$ cat config.mk
export PLATFORM = sky130hd
export DESIGN_NAME = multi_square_arm_fire_debouncer_top
export DESIGN_NICKNAME = d
export VERILOG_FILES = /design/src/rtl/core/msafd_pkg.sv /design/src/rtl/core/msafd_cell.sv /design/src/rtl/core/msafd_cfg.sv /design/src/rtl/core/multi_square_arm_fire_debouncer_top.sv
export SDC_FILE = /design/constraint.sdc
export NUM_CORES = 1
export LEC_CHECK = 0
export BUFFER_PORTS_ARGS = -buffer_cell sky130_fd_sc_hd__buf_2
export CORE_MARGIN = 2
export CORE_UTILIZATION = 50
export CTS_CLUSTER_SIZE = 30
export DETAILED_ROUTE_END_ITERATION = 12
export GPL_TIMING_DRIVEN = 0
export PLACE_DENSITY = 0.68
export SLEW_MARGIN = 20
export SYNTH_ARGS = -nofsm -noshare
export SYNTH_HDL_FRONTEND = slang
export SYNTH_SLANG_ARGS = --single-unit
export TNS_END_PERCENT = 100
$ cat constraint.sdc
create_clock -name clk_i -period 7.2 [get_ports clk_i]
set_clock_uncertainty 0.05 [all_clocks]
set_input_delay 1.08 -clock clk_i [delete_from_list [all_inputs] [get_ports clk_i]]
set_output_delay 1.08 -clock clk_i [all_outputs]
set_load 0.03 [all_outputs]
$ cat src/rtl/core/msafd_pkg.sv
// ----------------------------------------------------------------------------
// msafd_pkg
// Shared constants, codes and types of the multi-square arm/fire debouncer.
// ----------------------------------------------------------------------------
package msafd_pkg;

  localparam int unsigned MAX_OPTIONS = 7;
  localparam int unsigned BOARD_ROWS  = 8;
  localparam int unsigned CHANNELS    = MAX_OPTIONS + 1;
  localparam int unsigned CH_W        = 3;
  localparam int unsigned SQ_W        = 7;
  localparam int unsigned ID_W        = 8;
  localparam int unsigned CNT_W       = 8;
  localparam int unsigned OCC_W       = 64;
  localparam int unsigned OUT_W       = 16;
  localparam int unsigned ADDR_W      = 6;
  localparam int unsigned DATA_W      = 64;

  typedef enum logic [2:0] {
    REG_STABLE  = 3'd0,
    REG_OPT_CNT = 3'd1,
    REG_OPT_SQ  = 3'd2,
    REG_OPT_ID  = 3'd3,
    REG_BACK_EN = 3'd4,
    REG_BACK_SQ = 3'd5,
    REG_FLIP    = 3'd6
  } reg_idx_e;

  typedef enum logic {
    CMD_POLL  = 1'b0,
    CMD_CLEAR = 1'b1
  } cmd_e;

  typedef struct packed {
    logic [CNT_W-1:0]             stable_cycles;
    logic [CH_W-1:0]              option_count;
    logic [SQ_W*MAX_OPTIONS-1:0]  option_squares;
    logic [ID_W*MAX_OPTIONS-1:0]  option_ids;
    logic                         back_enable;
    logic [SQ_W-1:0]              back_square;
    logic                         flip;
  } cfg_t;

  // per-cell scan status
  typedef struct packed {
    logic tok;   // cell holds the scan token
    logic pass;  // token moves on to the next cell
    logic fire;  // channel fired this cycle
  } cell_stat_t;

endpackage

$ cat src/rtl/core/msafd_cell.sv
// ----------------------------------------------------------------------------
// msafd_cell
// One debouncer channel; updates when the scan token reaches it.
// ----------------------------------------------------------------------------
module msafd_cell (
  input  logic                                 clk_i,
  input  logic                                 rst_ni,
  input  logic                                 tok_i,
  input  logic                                 clear_i,
  input  logic [msafd_pkg::OCC_W-1:0]          occ_i,
  input  logic [msafd_pkg::SQ_W-1:0]           square_i,
  input  logic                                 flip_i,
  input  logic [msafd_pkg::CNT_W-1:0]          stable_i,
  input  logic                                 active_i,
  output msafd_pkg::cell_stat_t                stat_o
);
  import msafd_pkg::*;

  logic             tok_q;
  logic [CNT_W-1:0] empty_q, empty_d;
  logic [CNT_W-1:0] occd_q, occd_d;
  logic             armed_q, armed_d;
  logic             latched_q, latched_d;
  logic [3:0]       row_w;
  logic             hit;
  logic             fire;

  // square lookup; rows past the board (after flip) read as empty
  always_comb begin
    row_w = {1'b0, square_i[5:3]};
    if (flip_i) begin
      row_w = 4'(BOARD_ROWS - 1) - row_w;
    end
    hit = !square_i[6] && (row_w < 4'(BOARD_ROWS))
          && occ_i[{row_w[2:0], square_i[2:0]}];
  end

  always_comb begin
    empty_d   = empty_q;
    occd_d    = occd_q;
    armed_d   = armed_q;
    latched_d = latched_q;
    fire      = 1'b0;
    if (tok_q && active_i) begin
      if (!hit) begin
        if (empty_q < stable_i) begin
          empty_d = empty_q + 8'd1;
        end
        occd_d    = '0;
        latched_d = 1'b0;
        if (empty_d >= stable_i) begin
          armed_d = 1'b1;
        end
      end else begin
        empty_d = '0;
        if (!armed_q || latched_q) begin
          occd_d = '0;
        end else begin
          if (occd_q < stable_i) begin
            occd_d = occd_q + 8'd1;
          end
          if (occd_d >= stable_i) begin
            armed_d   = 1'b0;
            latched_d = 1'b1;
            fire      = 1'b1;
          end
        end
      end
    end
  end

  always_ff @(posedge clk_i or negedge rst_ni) begin
    if (!rst_ni) begin
      tok_q     <= 1'b0;
      empty_q   <= '0;
      occd_q    <= '0;
      armed_q   <= 1'b0;
      latched_q <= 1'b0;
    end else begin
      tok_q <= tok_i;
      if (clear_i) begin
        empty_q   <= '0;
        occd_q    <= '0;
        armed_q   <= 1'b0;
        latched_q <= 1'b0;
      end else begin
        empty_q   <= empty_d;
        occd_q    <= occd_d;
        armed_q   <= armed_d;
        latched_q <= latched_d;
      end
    end
  end

  assign stat_o.tok  = tok_q;
  assign stat_o.pass = tok_q && active_i && !fire;
  assign stat_o.fire = fire;

endmodule

$ cat src/rtl/core/msafd_cfg.sv
// ----------------------------------------------------------------------------
// msafd_cfg
// APB register file holding the debouncer configuration.
// ----------------------------------------------------------------------------
module msafd_cfg (
  input  logic                               clk_i,
  input  logic                               rst_ni,
  input  logic                               psel,
  input  logic                               penable,
  input  logic                               pwrite,
  input  logic [msafd_pkg::ADDR_W-1:0]       paddr,
  input  logic [msafd_pkg::DATA_W-1:0]       pwdata,
  output logic [msafd_pkg::DATA_W-1:0]       prdata,
  output logic                               pready,
  output msafd_pkg::cfg_t                    cfg_o
);
  import msafd_pkg::*;

  cfg_t             cfg_q, cfg_d;
  logic             wr_en;
  reg_idx_e         idx;
  logic [CNT_W-1:0] stable_w;
  logic [CH_W-1:0]  cnt_w;

  assign pready = 1'b1;
  assign wr_en  = psel && penable && pwrite && pready;
  assign idx    = reg_idx_e'(paddr[ADDR_W-1:3]);

  always_comb begin
    stable_w = pwdata[CNT_W-1:0];
    if (stable_w == '0) begin
      stable_w = 8'd1;
    end
    cnt_w = pwdata[CH_W-1:0];
    if (5'(cnt_w) > 5'(MAX_OPTIONS)) begin
      cnt_w = CH_W'(MAX_OPTIONS);
    end
  end

  always_comb begin
    cfg_d = cfg_q;
    if (wr_en) begin
      unique case (idx)
        REG_STABLE:  cfg_d.stable_cycles  = stable_w;
        REG_OPT_CNT: cfg_d.option_count   = cnt_w;
        REG_OPT_SQ:  cfg_d.option_squares = pwdata[SQ_W*MAX_OPTIONS-1:0];
        REG_OPT_ID:  cfg_d.option_ids     = pwdata[ID_W*MAX_OPTIONS-1:0];
        REG_BACK_EN: cfg_d.back_enable    = pwdata[0];
        REG_BACK_SQ: cfg_d.back_square    = pwdata[SQ_W-1:0];
        REG_FLIP:    cfg_d.flip           = pwdata[0];
        default:     cfg_d = cfg_q;
      endcase
    end
  end

  always_comb begin
    unique case (idx)
      REG_STABLE:  prdata = DATA_W'(cfg_q.stable_cycles);
      REG_OPT_CNT: prdata = DATA_W'(cfg_q.option_count);
      REG_OPT_SQ:  prdata = DATA_W'(cfg_q.option_squares);
      REG_OPT_ID:  prdata = DATA_W'(cfg_q.option_ids);
      REG_BACK_EN: prdata = DATA_W'(cfg_q.back_enable);
      REG_BACK_SQ: prdata = DATA_W'(cfg_q.back_square);
      REG_FLIP:    prdata = DATA_W'(cfg_q.flip);
      default:     prdata = '0;
    endcase
  end

  always_ff @(posedge clk_i or negedge rst_ni) begin
    if (!rst_ni) begin
      cfg_q <= '{stable_cycles: CNT_W'(1), default: '0};
    end else begin
      cfg_q <= cfg_d;
    end
  end

  assign cfg_o = cfg_q;

endmodule

$ cat src/rtl/core/multi_square_arm_fire_debouncer_top.sv
// ----------------------------------------------------------------------------
// multi_square_arm_fire_debouncer_top
// Multi-channel arm/fire debouncer over a 64-square occupancy map.
// ----------------------------------------------------------------------------
// Each input transaction is either a poll (tuser = 0, tdata = occupancy map)
// or a clear (tuser = 1). Every transaction returns exactly one result
// transaction. The channels sit in a row of eight debouncer cells; a poll
// injects a scan token into cell 0 and the token walks one cell per clock.
// The result of a poll is registered once its scan ends, and the next
// transaction is taken only after that. The scan stops at the first cell
// that fires, at the first unused channel or at the last cell. A clear
// resets all cells and its result is registered at the accepting edge
// itself. One transaction is worked on at a time, while a two-deep output
// buffer holds results the master side has not yet taken. No clearing pass
// after reset. Configuration goes through APB at byte address 8*index and
// must be written only while idle, which the block itself does not enforce.
// ----------------------------------------------------------------------------
module multi_square_arm_fire_debouncer_top (
  input  logic                              clk_i,
  input  logic                              rst_ni,
  // slave stream
  input  logic                              s_axis_tvalid,
  output logic                              s_axis_tready,
  input  logic [msafd_pkg::OCC_W-1:0]       s_axis_tdata,  // [63:0] occupancy
  input  logic                              s_axis_tuser,  // [0] command
  // master stream
  output logic                              m_axis_tvalid,
  input  logic                              m_axis_tready,
  // [0] fired, [1] is_back, [9:2] option_id, [12:10] channel_index, rest 0
  output logic [msafd_pkg::OUT_W-1:0]       m_axis_tdata,
  // APB configuration
  input  logic                              psel,
  input  logic                              penable,
  input  logic                              pwrite,
  input  logic [msafd_pkg::ADDR_W-1:0]      paddr,
  input  logic [msafd_pkg::DATA_W-1:0]      pwdata,
  output logic [msafd_pkg::DATA_W-1:0]      prdata,
  output logic                              pready
);
  import msafd_pkg::*;

  cfg_t              cfg;
  logic              in_acc, start, clr;
  logic [OCC_W-1:0]  occ_q;
  logic              busy_q, busy_d;

  // per-channel wiring
  logic [SQ_W-1:0]   sq_w   [CHANNELS];
  logic [ID_W-1:0]   id_w   [CHANNELS];
  logic              back_w [CHANNELS];
  logic              act_w  [CHANNELS];
  logic              tok_in [CHANNELS];
  cell_stat_t        stat   [CHANNELS];
  logic [CHANNELS-1:0] tok_vec;

  logic              done;
  logic [OUT_W-1:0]  res_word;
  logic              new_vld;
  logic [OUT_W-1:0]  new_word;

  // output buffer: out stage plus one skid entry
  logic              out_vld_q, out_vld_d;
  logic [OUT_W-1:0]  out_q, out_d;
  logic              skid_vld_q, skid_vld_d;
  logic [OUT_W-1:0]  skid_q, skid_d;
  logic              out_free;

  msafd_cfg u_cfg (
    .clk_i   (clk_i),
    .rst_ni  (rst_ni),
    .psel    (psel),
    .penable (penable),
    .pwrite  (pwrite),
    .paddr   (paddr),
    .pwdata  (pwdata),
    .prdata  (prdata),
    .pready  (pready),
    .cfg_o   (cfg)
  );

  assign s_axis_tready = !busy_q && !skid_vld_q;
  assign in_acc = s_axis_tvalid && s_axis_tready;
  assign start  = in_acc && (cmd_e'(s_axis_tuser) == CMD_POLL);
  assign clr    = in_acc && (cmd_e'(s_axis_tuser) == CMD_CLEAR);

  always_ff @(posedge clk_i) begin
    if (in_acc) begin
      occ_q <= s_axis_tdata;
    end
  end

  // channel i is the back channel when it sits right after the options
  for (genvar i = 0; i < CHANNELS; i++) begin : g_ch
    assign back_w[i] = cfg.back_enable && (CH_W'(i) == cfg.option_count);
    assign act_w[i]  = (4'(i) < (4'(cfg.option_count) + 4'(cfg.back_enable)));
    if (i < MAX_OPTIONS) begin : g_opt
      assign sq_w[i] = back_w[i] ? cfg.back_square : cfg.option_squares[i*SQ_W +: SQ_W];
      assign id_w[i] = back_w[i] ? '0 : cfg.option_ids[i*ID_W +: ID_W];
    end else begin : g_back
      assign sq_w[i] = back_w[i] ? cfg.back_square : '0;
      assign id_w[i] = '0;
    end
    if (i == 0) begin : g_head
      assign tok_in[i] = start;
    end else begin : g_link
      assign tok_in[i] = stat[i-1].pass;
    end
    assign tok_vec[i] = stat[i].tok;

    msafd_cell u_cell (
      .clk_i    (clk_i),
      .rst_ni   (rst_ni),
      .tok_i    (tok_in[i]),
      .clear_i  (clr),
      .occ_i    (occ_q),
      .square_i (sq_w[i]),
      .flip_i   (cfg.flip),
      .stable_i (cfg.stable_cycles),
      .active_i (act_w[i]),
      .stat_o   (stat[i])
    );
  end

  // scan ends where the token stops: a fire, an unused channel, or the last cell
  always_comb begin
    done     = stat[CHANNELS-1].tok;
    res_word = '0;
    for (int i = 0; i < CHANNELS; i++) begin
      if (i < CHANNELS - 1) begin
        done = done | (stat[i].tok & ~stat[i].pass);
      end
      if (stat[i].fire) begin
        res_word = res_word | {3'b000, CH_W'(i), id_w[i], back_w[i], 1'b1};
      end
    end
  end

  assign new_vld  = clr || (busy_q && done);
  assign new_word = clr ? '0 : res_word;

  always_comb begin
    busy_d = busy_q;
    if (start) begin
      busy_d = 1'b1;
    end else if (busy_q && done) begin
      busy_d = 1'b0;
    end
  end

  // results leave in order: skid entry is always older than a new result
  assign out_free = !out_vld_q || m_axis_tready;

  always_comb begin
    out_vld_d  = out_vld_q;
    out_d      = out_q;
    skid_vld_d = skid_vld_q;
    skid_d     = skid_q;
    if (out_free) begin
      if (skid_vld_q) begin
        out_vld_d  = 1'b1;
        out_d      = skid_q;
        skid_vld_d = new_vld;
        skid_d     = new_word;
      end else begin
        out_vld_d = new_vld;
        out_d     = new_word;
      end
    end else if (new_vld) begin
      skid_vld_d = 1'b1;
      skid_d     = new_word;
    end
  end

  always_ff @(posedge clk_i or negedge rst_ni) begin
    if (!rst_ni) begin
      busy_q     <= 1'b0;
      out_vld_q  <= 1'b0;
      skid_vld_q <= 1'b0;
    end else begin
      busy_q     <= busy_d;
      out_vld_q  <= out_vld_d;
      skid_vld_q <= skid_vld_d;
    end
  end

  always_ff @(posedge clk_i) begin
    out_q  <= out_d;
    skid_q <= skid_d;
  end

  assign m_axis_tvalid = out_vld_q;
  assign m_axis_tdata  = out_q;

  // ---- assertions ----
  a_one_token: assert property (@(posedge clk_i) disable iff (!rst_ni)
    $onehot0(tok_vec))
    else $error("more than one scan token in the chain");

  a_token_busy: assert property (@(posedge clk_i) disable iff (!rst_ni)
    (|tok_vec) |-> busy_q)
    else $error("scan token present while idle");

  a_start_token: assert property (@(posedge clk_i) disable iff (!rst_ni)
    start |=> stat[0].tok)
    else $error("poll did not enter the first cell");

  a_done_idle: assert property (@(posedge clk_i) disable iff (!rst_ni)
    (busy_q && done) |=> !busy_q)
    else $error("scan end did not release the block");

  a_skid_order: assert property (@(posedge clk_i) disable iff (!rst_ni)
    skid_vld_q |-> out_vld_q)
    else $error("skid entry held with empty output stage");

endmodule

# Word-level counts from Yosys, hierarchy flattened
# Cells that the tools add are included.
dict set report classes {
  eq_ne 30
  n_reduce_logical 127
  muxes 292
  magnitude_cmp 56
  n_bitwise 29
  addsub 25
}
# op n
set ops {}
lappend ops {{2-to-1 mux 8 bit} 120}
lappend ops {{one-hot mux 56 bit (7 select lines)} 1}
lappend ops {{2-to-1 mux 16 bit} 11}
lappend ops {{2-to-1 mux 1 bit} 134}
lappend ops {{adder 8 x 1 -> 8 bit, second input constant} 16}
lappend ops {{>= comparator 8 bit} 16}
lappend ops {{less-than comparator 8 bit} 16}
lappend ops {{OR 16 x 13 -> 16 bit} 4}
lappend ops {{less-than comparator 6 x 7 -> 1 bit, second input constant} 8}
lappend ops {{2-to-1 mux 7 bit} 8}
lappend ops {{binary-select mux 1 bit (select 6 bit)} 8}
lappend ops {{inequality test 3 bit, second input constant} 16}
lappend ops {{logical AND 1 bit} 46}
lappend ops {{less-than comparator 4 bit, second input constant} 8}
lappend ops {{2-to-1 mux 4 bit} 8}
lappend ops {{OR 16 x 12 -> 16 bit} 2}
lappend ops {{AND reduction 4 bit} 8}
lappend ops {{subtractor 3 x 3 -> 4 bit, first input constant} 8}
lappend ops {{logical NOT 1 bit} 26}
lappend ops {{AND reduction 3 bit} 8}
lappend ops {{nonzero test 3 bit} 8}
lappend ops {{nonzero test 2 bit} 10}
lappend ops {{less-than comparator 3 x 4 -> 1 bit, first input constant} 4}
lappend ops {{AND reduction 2 bit} 8}
lappend ops {{19 further kinds} 57}
dict set report totals {
  output_inout_bits 83
  word_cells 612
  register_bits 376
}

# Longest topological paths before layout
# Gate-level depths: netlist of run 1.
dict set report logic_depth {
  ltp_word 33
  mapped_depth 23
}

# Modules after synthesis
# Synthesis of run 1 repeated with hierarchy kept, for this count alone.
dict set report unflattened {
  hier_cells 2888
  area_unflattened_um2 30824.6
}
# mod seq_area_each_um2 cells_per_inst instances area_each_um2
set modules_own_cells {}
lappend modules_own_cells {msafd_cell 475.5 262 8 2534.9}
lappend modules_own_cells {msafd_cfg 3129.3 433 1 5810.6}
lappend modules_own_cells {multi_square_arm_fire_debouncer_top 2777.7 359 1 4734.5}

# Least setup slack after synthesis of run 1
# Ideal clock, no wire load.
dict set report synth_timing {
  kind {reg-to-reg}
  from {reg u_cfg.cfg_q, in the netlist u_cfg.cfg_o[118]}
  to {reg skid_q[0], enable pin}
  required_time_ns 6.759
  path_slack_ns 1.582
  path_stages_with_launch 23
  arrival_time_ns 5.177
  period_less_slack_ns 5.618
  setup_ns 0.391
  cell_sequence {dfrtp_1 > inv_1 > ha_1 > a21o_1 > a21o_1 > a21oi_1 > nor2b_1 > o21ai_0 > a211o_1 > clkbuf_1 > nand3_1 > or3b_2 > xor2_1 > inv_1 > ha_1 > a21o_1 > a211oi_1 > o21a_1 > or2_2 > nor2_1 > a221o_1 > o21ai_0 > a31oi_1}
}
dict set report synth_via {
  elab_chain_cells 25
}
# element line
set synth_rtl {}
lappend synth_rtl {{from (decl)} msafd_cfg.sv:19} ;# cfg_t cfg_q, cfg_d;
lappend synth_rtl {{from (signal assigned)} msafd_cfg.sv:73} ;# cfg_q <= cfg_d;
lappend synth_rtl {{less-than comparator 8 bit} msafd_cell.sv:59} ;# if (occd_q < stable_i) begin
lappend synth_rtl {{2-to-1 mux 8 bit} msafd_cell.sv:59}
lappend synth_rtl {{2-to-1 mux 8 bit} msafd_cell.sv:56} ;# if (!armed_q || latched_q) begin
lappend synth_rtl {{2-to-1 mux 8 bit} msafd_cell.sv:45} ;# if (!hit) begin
lappend synth_rtl {{2-to-1 mux 8 bit} msafd_cell.sv:44} ;# if (tok_q && active_i) begin
lappend synth_rtl {{>= comparator 8 bit} msafd_cell.sv:62} ;# if (occd_d >= stable_i) begin
lappend synth_rtl {{2-to-1 mux 1 bit} msafd_cell.sv:62}
lappend synth_rtl {{2-to-1 mux 1 bit} msafd_cell.sv:56}
lappend synth_rtl {{[4 not listed]} --}
lappend synth_rtl {{NOT 1 bit} multi_square_arm_fire_debouncer_top.sv:130} ;# done = done | (stat[i].tok & ~stat[i].pass);
lappend synth_rtl {{AND 1 bit} multi_square_arm_fire_debouncer_top.sv:130}
lappend synth_rtl {{OR 1 bit (6 in series)} multi_square_arm_fire_debouncer_top.sv:130}
lappend synth_rtl {{OR 1 bit (*)} multi_square_arm_fire_debouncer_top.sv:130}
lappend synth_rtl {{logical AND 1 bit (*)} multi_square_arm_fire_debouncer_top.sv:138} ;# assign new_vld = clr || (busy_q && done);
lappend synth_rtl {{logical OR 1 bit (*)} multi_square_arm_fire_debouncer_top.sv:138}
lappend synth_rtl {{nonzero test 2 bit (no line) (*)} --}
lappend synth_rtl {{AND reduction 2 bit (no line) (*)} --}
lappend synth_rtl {{to (signal assigned)} multi_square_arm_fire_debouncer_top.sv:188} ;# skid_q <= skid_d;
lappend synth_rtl {{to (decl)} multi_square_arm_fire_debouncer_top.sv:65} ;# logic [OUT_W-1:0] skid_q, skid_d;
# Every way passes the cells marked *; elsewhere a longest branch is shown, timed or not. The select of a mux whose other input is x is not followed.
# A chain may end at the register's enable or synchronous reset.

# Worst setup path in the final report of run 1
dict set report layout_timing {
  from {reg u_cfg.cfg_q, in the netlist u_cfg.cfg_o[117]}
  to {reg out_q[2], in the netlist m_axis_tdata[2] (data pin)}
}
dict set report layout_via {
  elab_chain_cells 27
}
# element line
set layout_rtl {}
lappend layout_rtl {{less-than comparator 8 bit} msafd_cell.sv:59}
lappend layout_rtl {{2-to-1 mux 8 bit} msafd_cell.sv:59}
lappend layout_rtl {{2-to-1 mux 8 bit} msafd_cell.sv:56}
lappend layout_rtl {{2-to-1 mux 8 bit} msafd_cell.sv:45}
lappend layout_rtl {{2-to-1 mux 8 bit} msafd_cell.sv:44}
lappend layout_rtl {{>= comparator 8 bit} msafd_cell.sv:62}
lappend layout_rtl {{2-to-1 mux 1 bit} msafd_cell.sv:62}
lappend layout_rtl {{2-to-1 mux 1 bit} msafd_cell.sv:56}
lappend layout_rtl {{[11 not listed]} --}
lappend layout_rtl {{OR 16 x 13 -> 16 bit} multi_square_arm_fire_debouncer_top.sv:133} ;# res_word = res_word | {3'b000, CH_W'(i), id_w[i], back_w[i], 1'b1};
lappend layout_rtl {{2-to-1 mux 16 bit} multi_square_arm_fire_debouncer_top.sv:132} ;# if (stat[i].fire) begin
lappend layout_rtl {{OR 16 x 13 -> 16 bit} multi_square_arm_fire_debouncer_top.sv:133}
lappend layout_rtl {{2-to-1 mux 16 bit} multi_square_arm_fire_debouncer_top.sv:132}
lappend layout_rtl {{OR 16 x 13 -> 16 bit} multi_square_arm_fire_debouncer_top.sv:133}
lappend layout_rtl {{2-to-1 mux 16 bit (*)} multi_square_arm_fire_debouncer_top.sv:132}
lappend layout_rtl {{2-to-1 mux 16 bit (*)} multi_square_arm_fire_debouncer_top.sv:139} ;# assign new_word = clr ? '0 : res_word;
lappend layout_rtl {{2-to-1 mux 16 bit (*)} multi_square_arm_fire_debouncer_top.sv:159} ;# if (skid_vld_q) begin
lappend layout_rtl {{to (signal assigned)} multi_square_arm_fire_debouncer_top.sv:187} ;# out_q <= out_d;
lappend layout_rtl {{to (decl)} multi_square_arm_fire_debouncer_top.sv:63} ;# logic [OUT_W-1:0] out_q, out_d;
# Marks and branches as above.

==> summary by stage, run 1 <==
GRT
Global routing consumed, over all layers together, 35.1% of the routing resources. The initial antenna violation count is 3. The number of global-route vias before repair is 26300. Summed over all layers, the global routing overflow is 0. Entering global routing, the biggest net connects 93 pins. The first global-routing pass estimated 162 mm of wire.

Synth
The share of synthesized registers carrying an async set or reset is 75.7%. The part of the Yosys area used for sequential elements is 32.8%. The mapped netlist covers 29600 um^2. Counting flops with a built-in enable in the synthesized netlist gives 90. After synthesis, the cell types taking the most area are dfrtp_1, ha_1, edfxtp_1, mux2i_1, mux2_2.

The number of standard cells after synthesis is 3040. Among all cell types in the netlist, the one instantiated most often is dfrtp_1. The unique cell type count in the Yosys netlist is 91. The average cell area after synthesis is 9.72 um^2. Sorting the synthesized cells by how often they occur yields dfrtp_1, nand2_1, ha_1, mux2i_1, nor2_1. Summed over all instances, the cell type with the most area after synthesis is dfrtp_1. The area share of the largest cell type after synthesis is 23.6%. The number of warnings reported in the yosys synthesis log is 0. The most used flip-flop cell after synthesis is dfrtp_1. The synthesized design contains 370 register bits.

Final layout
The proportion of layout cells with a drive suffix above 1 is 17.3%. The area growth from synthesis to layout is 12.5%. The count of non-filler cells in the finished layout is 4115. Summing all non-filler instances in the final layout gives an area of 33300 um^2. In the final design database the tool counted 3707 nets. Measured on the finished design, the core utilization comes to 56.7%.

Power and ir drop
The reported leakage power is 0.0160 uW. The cell area power density is 257 nW/um^2. The worst-case IR drop observed on VDD is 0.000292 V.

Floorplanning
The die covers 61100 um^2. The floorplan step set the die height to 247 um. The starting density of the core is 50.4%. The row count is 89. The core outline area is 58700 um^2.

The floorplan step set the die width to 247 um. In this run the count of I/O pins placed on the die edge is 225.

Worst setup path
The number of cell instances on the worst register-to-register path is 22. The required time of the worst setup path is 7.50 ns. Setup slack on the worst reg-to-reg path comes out at 0.53 ns. The worst flop-to-flop path endpoint is m_axis_tdata[2]. The critical path endpoint category is a flip-flop.

The setup path with the least slack is of type flip-flop to flip-flop. Counting stages on the worst path, the most repeated cell is a21o_1. At the worst endpoint, the arrival time is 6.97 ns. The beginning of the worst register-to-register path is u_cfg.cfg_o[117].

The critical path goes through clkbuf_2 > nand2b_1 > a21o_1 > a21o_1 > a21o_1 > a21o_1 > a21oi_1 > o21ai_1 > nor2_1 > nand3_1 > xnor2_1 > ha_1 > a21o_1 > a21oi_1 > o21ai_0 > a21oi_1 > nor4_1 > and2_1 > buf_2 > a222oi_1 > o211ai_1 > a22o_1. The slowest cell on the critical path is dfstp_2. The element type at the critical path start is a flip-flop. The biggest cell delay along the critical path is 1.07 ns.

The top fanout value on the critical path is 25.

Placed design
After detailed placement, the total cell area comes to 31900 um^2. Buffers placed on the I/O ports in this run total 200. The number of placed instances, taps included is 4034. After legalization and detailed placement, the total HPWL measured 78.1 mm.

The placer's final routability congestion estimate is 1.03.

Clock network
Clock tree synthesis selected as its root buffer the cell clkbuf_16. In this run the post-CTS setup repair buffer count came out at 0. The clock passes through at most 3 buffers. TritonCTS built the clock tree. For the worst-skew pair, the clock arrives at the later sink with an insertion delay of 0.61 ns. For this design, the sink count on the clock tree is 370. The clock tree synthesis step divided the H-tree into 2 levels. The clock slew seen by the registers of the worst setup and hold paths is 0.06 ns. The total CTS buffers is 44.

Timing
The maximum clock frequency is 150 MHz. The number of endpoints with negative hold slack in the final report is 0. Setup repair after global routing left no endpoint under its margin. The minimum clock period is 6.67 ns. Setup violations remaining at the end of the flow were counted as 0. The final number of max-transition violations was 0. The transition time at the pin with the least slew margin is 1.28 ns. The worst max-slew margin expressed relative to the limit is 14.2%. The period utilization is 92.6%. On the final layout, the worst hold slack is 0.346 ns.

Hold path
The path class of the tightest hold or removal check is primary input to async pin.

Route
The first detailed-routing pass took 6 iterations. The remaining antenna violation count is 0. In the final routed layout, each cell accounts on average for 26.4 um.

The detailed router finished its first iteration with 2701 violations. The mean number of vias per cell is 6.57. The overall routed net length is 109 mm. The via total after detailed routing is 27000. The post-route DRC violation count is 0.

Status
The flow ran to the end, and the final reports show no timing, DRC or antenna violations.

Run
Max-cap violations in this run came to 0.
-- placed cells by master, fill, tap and decap left out, types with 15 or more instances in the layout --
cell       Yosys  routed
and2_1        29      29
clkbuf_1     110     128
clkbuf_16      0      45
mux2_2       158     158
buf_1         15      15
o21ai_0      111     111
nand3_1      129     129
nor2b_1       37      37
a31oi_1       28      26
a22o_1        69      69
a222oi_1      17      17
nor2_1       184     184
nand4_1       28      28
nand2b_1      71      71
edfxtp_1      90      90
buf_4         20      20
buf_2         31     230
xor2_1        44      44
inv_1         64      56
dfrtp_1      279     279
xnor2_1       80      80
a21oi_1      153     153
and3_1        44      44
nor3_1        30      30
mux2i_1      197     197
a32o_1        22      22
nand2_1      260     260
a32oi_1       28      28
o31ai_1       25      24
ha_1         258     258
a22oi_1       33      33
a21o_1       120     120
a211oi_1      18      18
mux4_2        42      42
-- flip-flops by register name, indices dropped and copies added, names as in the netlist --
name,flops
g_ch.u_cell.armed_q,8
skid_q,13
g_ch.u_cell.empty_q,64
m_axis_tdata,13
g_ch.u_cell.latched_q,8
occ_q,64
g_ch.u_cell.occd_q,64
skid_vld_q,1
u_cfg.cfg_o,125
m_axis_tvalid,1
g_ch.u_cell.tok_q,8
busy_q,1
-- per-stage QoR --
step	power, uW	setup TNS, ns	worst slack, ns
after detailed placement	6250	0	0.231
after global routing	8880	0	0.176
after global placement	6090	-108.55	-0.476
after CTS	8450	0	0.200
after floorplan	4900	0	1.58
final	8550	0	0.533
-- what timing repair did --
| action | CTS | global route |
|---|---|---|
| endpoints found under the setup margin | 0 | 25 |
| resized for setup | 0 | 3 |
| hold buffers | 0 | 0 |
-- worst max path at each step --
| stage | start | end | slack, ns |
|---|---|---|---|
| after global placement | rst_ni | u_cfg.cfg_o[111] | -0.48 |
| final | u_cfg.cfg_o[117] | m_axis_tdata[2] | 0.53 |
| after detailed placement | u_cfg.cfg_o[117] | m_axis_tdata[2] | 0.23 |
| after CTS | u_cfg.cfg_o[117] | m_axis_tdata[2] | 0.20 |
| after global routing | u_cfg.cfg_o[117] | m_axis_tdata[5] | 0.18 |
| after floorplan | u_cfg.cfg_o[118] | skid_q[0] | 1.58 |
-- worst max-delay path, delay by kind of cell, from the launching register on --
family          cells  cell delay [ns]
buf+inv             2             0.74
xor+xnor            1             0.16
simple gates        5             1.11
flops               1             1.07
compound gates     13             2.93
fa+ha+maj           1             0.30
-- routing by layer --
layer	routed length, um	track usage (%)
met5	23	0
met1	42500	44.4
met3	9230	6.45
met2	49600	56.2
met4	7300	20.5
-- cell type report --
cell class                 instances  area [um^2]
fill                            5013        25400
multi-input combinational       2435        18900
sequential                       370         9710
timing repair buffer             211         1280
clock buffer                      66         1220
tap                              773          967
buffer                           181          826
inverter                          64          243
clock inverter                    13          154
antenna                            2         5.00
-- power by group --
group | switching [uW] | internal (uW)
logic | 2150 | 1250
registers | 482 | 2460
clock network | 951 | 1250
total | 3590 | 4970
-- cell families after synthesis --
logic type                 synth area share (%)
AOI/OAI and AO/OA                          17.3
xor gates and xnor gates                   3.67
adders and majority gates                  10.9
buffers and inverters                      3.60
DFF                                        32.8
muxes                                      16.2
other                                    0.0254
and+or+nand+nor                            15.4
Note: power is estimated with default switching activity, not from simulation.
==> run 2, diff against run 1 <==
GPL_TIMING_DRIVEN = 1   (was 0)
==> summary by stage, run 2 (synthesized netlist as in run 1, its figures left out) <==
Route
The met2 routed wirelength is 47.1 mm. The iteration count of the initial detailed-routing pass is 7. The met3 layer wire length in the routed design is 8.16 mm. The iteration-0 DRC count of the detailed router is 2920. The via total after detailed routing is 26200. In the routed design, unresolved DRC markers number 0. The total routed wire length on the met1 layer is 39.1 mm.

The mean number of vias per cell is 6.57. Once detail routing completed, the nets flagged for antenna violations numbered 0. The uppermost layer routed is met5. After detailed routing, the average wire length per cell comes to 25.3 um. For this block, the routed nets add up to 101 mm of wire.

Placed design
After detailed placement, the design holds a cell count of 3903. At the end of routability-driven placement, the weighted congestion stood at 0.991. The count of buffers added on input and output ports is 201. Prior to clock tree synthesis, the placed netlist has a worst setup slack of 0.963 ns. The total half-perimeter wirelength after legalization and detailed placement is 72.1 mm.

Worst setup path
In this run the number of cells on the critical path is 21. The minimum setup slack among reg-to-reg paths is 0.94 ns. The critical path ends at m_axis_tdata[5]. The beginning of the worst register-to-register path is u_cfg.cfg_o[118]. The family with the most delay on the worst path is compound AO/OA/AOI/OAI gates. The worst setup path is launched from a flip-flop.

In this run the worst setup path begins at u_cfg.cfg_o[118]. The worst flop-to-flop path endpoint is m_axis_tdata[5]. The top fanout value on the critical path is 10. The critical path is of the flip-flop to flip-flop type. The number of buffers and inverters on the critical path is 2. The dominant cell type by count on the critical path is a21o_1. The arrival time at the worst endpoint is 6.55 ns. For this design, the slowest cell found on the critical path is a222oi_1. STA classifies the critical path endpoint as a flip-flop.

The critical path goes through inv_1 > ha_1 > a21o_1 > a21o_1 > a21o_1 > a21o_1 > a21oi_1 > o21a_1 > mux2_2 > ha_1 > a21o_1 > a21o_1 > a21oi_1 > o21ai_0 > a21oi_1 > nor3_1 > buf_4 > and3_1 > a222oi_1 > o211ai_1 > a22o_1. STA puts the critical path data required time at 7.49 ns. The number of cell instances on the worst register-to-register path is 21. The biggest cell delay along the critical path is 0.82 ns.

GRT
The first global-routing pass estimated 152 mm of wire. The total congestion overflow after global routing is 0. The number of global-route vias before repair is 25400. The initial antenna violation count came to 1. In the global route stage, overall resource usage came out at 32.5%. The largest net degree at the start of global routing is 166.

Power and ir drop
The reported leakage power is 0.0159 uW. The cell area power density is 261 nW/um^2. IR analysis of the VDD net gives a maximum drop of 0.000214 V.

Floorplanning
The y dimension of the die is 247 um. During I/O placement, the number of pins put on the boundary was 225. The core region is 58700 um^2. The starting density of the core is 50.4%.

The die width is 247 um. The die footprint is 61100 um^2. Row generation in the floorplan step produced 89 rows.

Timing
For this run, the top clock speed supported by timing is 160 MHz. The worst max-slew margin expressed relative to the limit is 22.4%. The clock period could shrink to 6.26 ns.

The worst hold margin is 0.477 ns. The number of endpoints with negative hold slack in the final report is 0. The final number of max-transition violations came to 0. The worst path setup slack after routing is 0.939 ns. Setup repair after global routing left no endpoint under its margin.

The post-route setup TNS is 0 ns. The transition time at the pin with the least slew margin is 1.16 ns. The period utilization is 87.0%.

The total setup violations reported at the end of the flow is 0.

Status
The flow ran to the end, and the final reports show no timing, DRC or antenna violations.

Final layout
The synthesis-to-layout area growth is 11.3%. The proportion of layout cells with a drive suffix above 1 is 18.3%. For this run, the number of standard cells in the final layout without fillers is 3987.

After filler insertion, the fill cell instance count of the layout stands at 5172. In the layout the commonest cells are dfrtp_1, nand2_1, ha_1. The register with the most flip-flops in the layout has 125 of them.

Leaving out fill and tap cells, the most frequent cell in the layout is dfrtp_1. Cells fill 56.1% of the core in the end. The final layout contains 3576 nets.

Clock network
Clock latency on the worst-skew pair, taken at its later pin, is 0.60 ns. The H-tree generated during clock tree synthesis spans 2 levels. The number of gates resized after CTS is 0. The number of setup buffers added after CTS is 0. The root buffer selected by CTS is clkbuf_16. The number of sinks on the clock net is 370. The longest clock path from root to sink contains 3 buffers. Clock-pin slew was measured on the worst setup and hold paths at 0.07 ns.

The count of hold buffers inserted by post-cts repair is 0. The total CTS buffers is 44. The CTS tree is yes.

Run
The number of max-cap violations is 0.

Hold path
The class of the tightest hold or removal check is flip-flop to flip-flop.
run 2: cell types whose count changed in the layout (fill, tap and decap cells not counted), moves of 6 or more:
cell,change
clkbuf_1,-118
buf_16,-6
buf_4,+38
buf_2,-31
inv_2,-6
inv_1,+7
buf_1,-15
run 2: how the worst min path moves through the flow:
stage / startpoint / endpoint / slack (ns) / depth (start not counted)
floorplan: g_ch[1].u_cell.armed_q / g_ch[1].u_cell.armed_q / 0.42 / 2
global placement: g_ch[1].u_cell.armed_q / g_ch[1].u_cell.armed_q / 0.44 / 2
detailed placement: busy_q / busy_q / 0.46 / 1
CTS: busy_q / busy_q / 0.47 / 1
global route: g_ch[7].u_cell.latched_q / g_ch[7].u_cell.latched_q / 0.50 / 1
finish: g_ch[4].u_cell.occd_q[7] / g_ch[4].u_cell.occd_q[7] / 0.48 / 1
run 2: area by class of cell:
type | count | area (um^2) | share of cell area, %
multi-input combinational | 2435 | 19000 | 57.6
clock inverter | 24 | 305 | 0.928
tap | 773 | 967 | 2.94
timing repair buffer | 261 | 1510 | 4.58
antenna | 2 | 5.00 | 0.0152
sequential | 370 | 9710 | 29.5
inverter | 64 | 240 | 0.730
clock buffer | 58 | 1200 | 3.66
run 2: per-stage QoR:
stage                     total power, uW  instance area (um^2)
after floorplan                      4900                 29600
after global placement               6030                 31300
after detailed placement             6130                 31400
after CTS                            8510                 32900
after global routing                 8930                 32900
final                                8580                 32900
run 2: where the power goes:
part	total (uW)	switching, uW	internal [uW]	leakage, uW
registers	3070	603	2460	0.00460
logic	3140	1920	1220	0.0105
clock network	2370	963	1410	0.000743
total	8580	3490	5090	0.0159
run 2: worst register-to-register path, delay by kind of cell (launching register included):
kind	cells	cell delay, ns
AO/OA/AOI/OAI	14	3.53
adder cells (fa/ha/maj)	2	0.63
buffers and inverters	2	0.63
flip-flops	1	0.38
multiplexers	1	0.40
AND/OR/NAND/NOR	2	0.39
run 2: layer usage:
metal	vias up	global-route usage [%]
li1	11700	-
met1	12900	40.8
met2	1317	53.0
met3	336	5.65
met4	2	17.9
met5	-	0
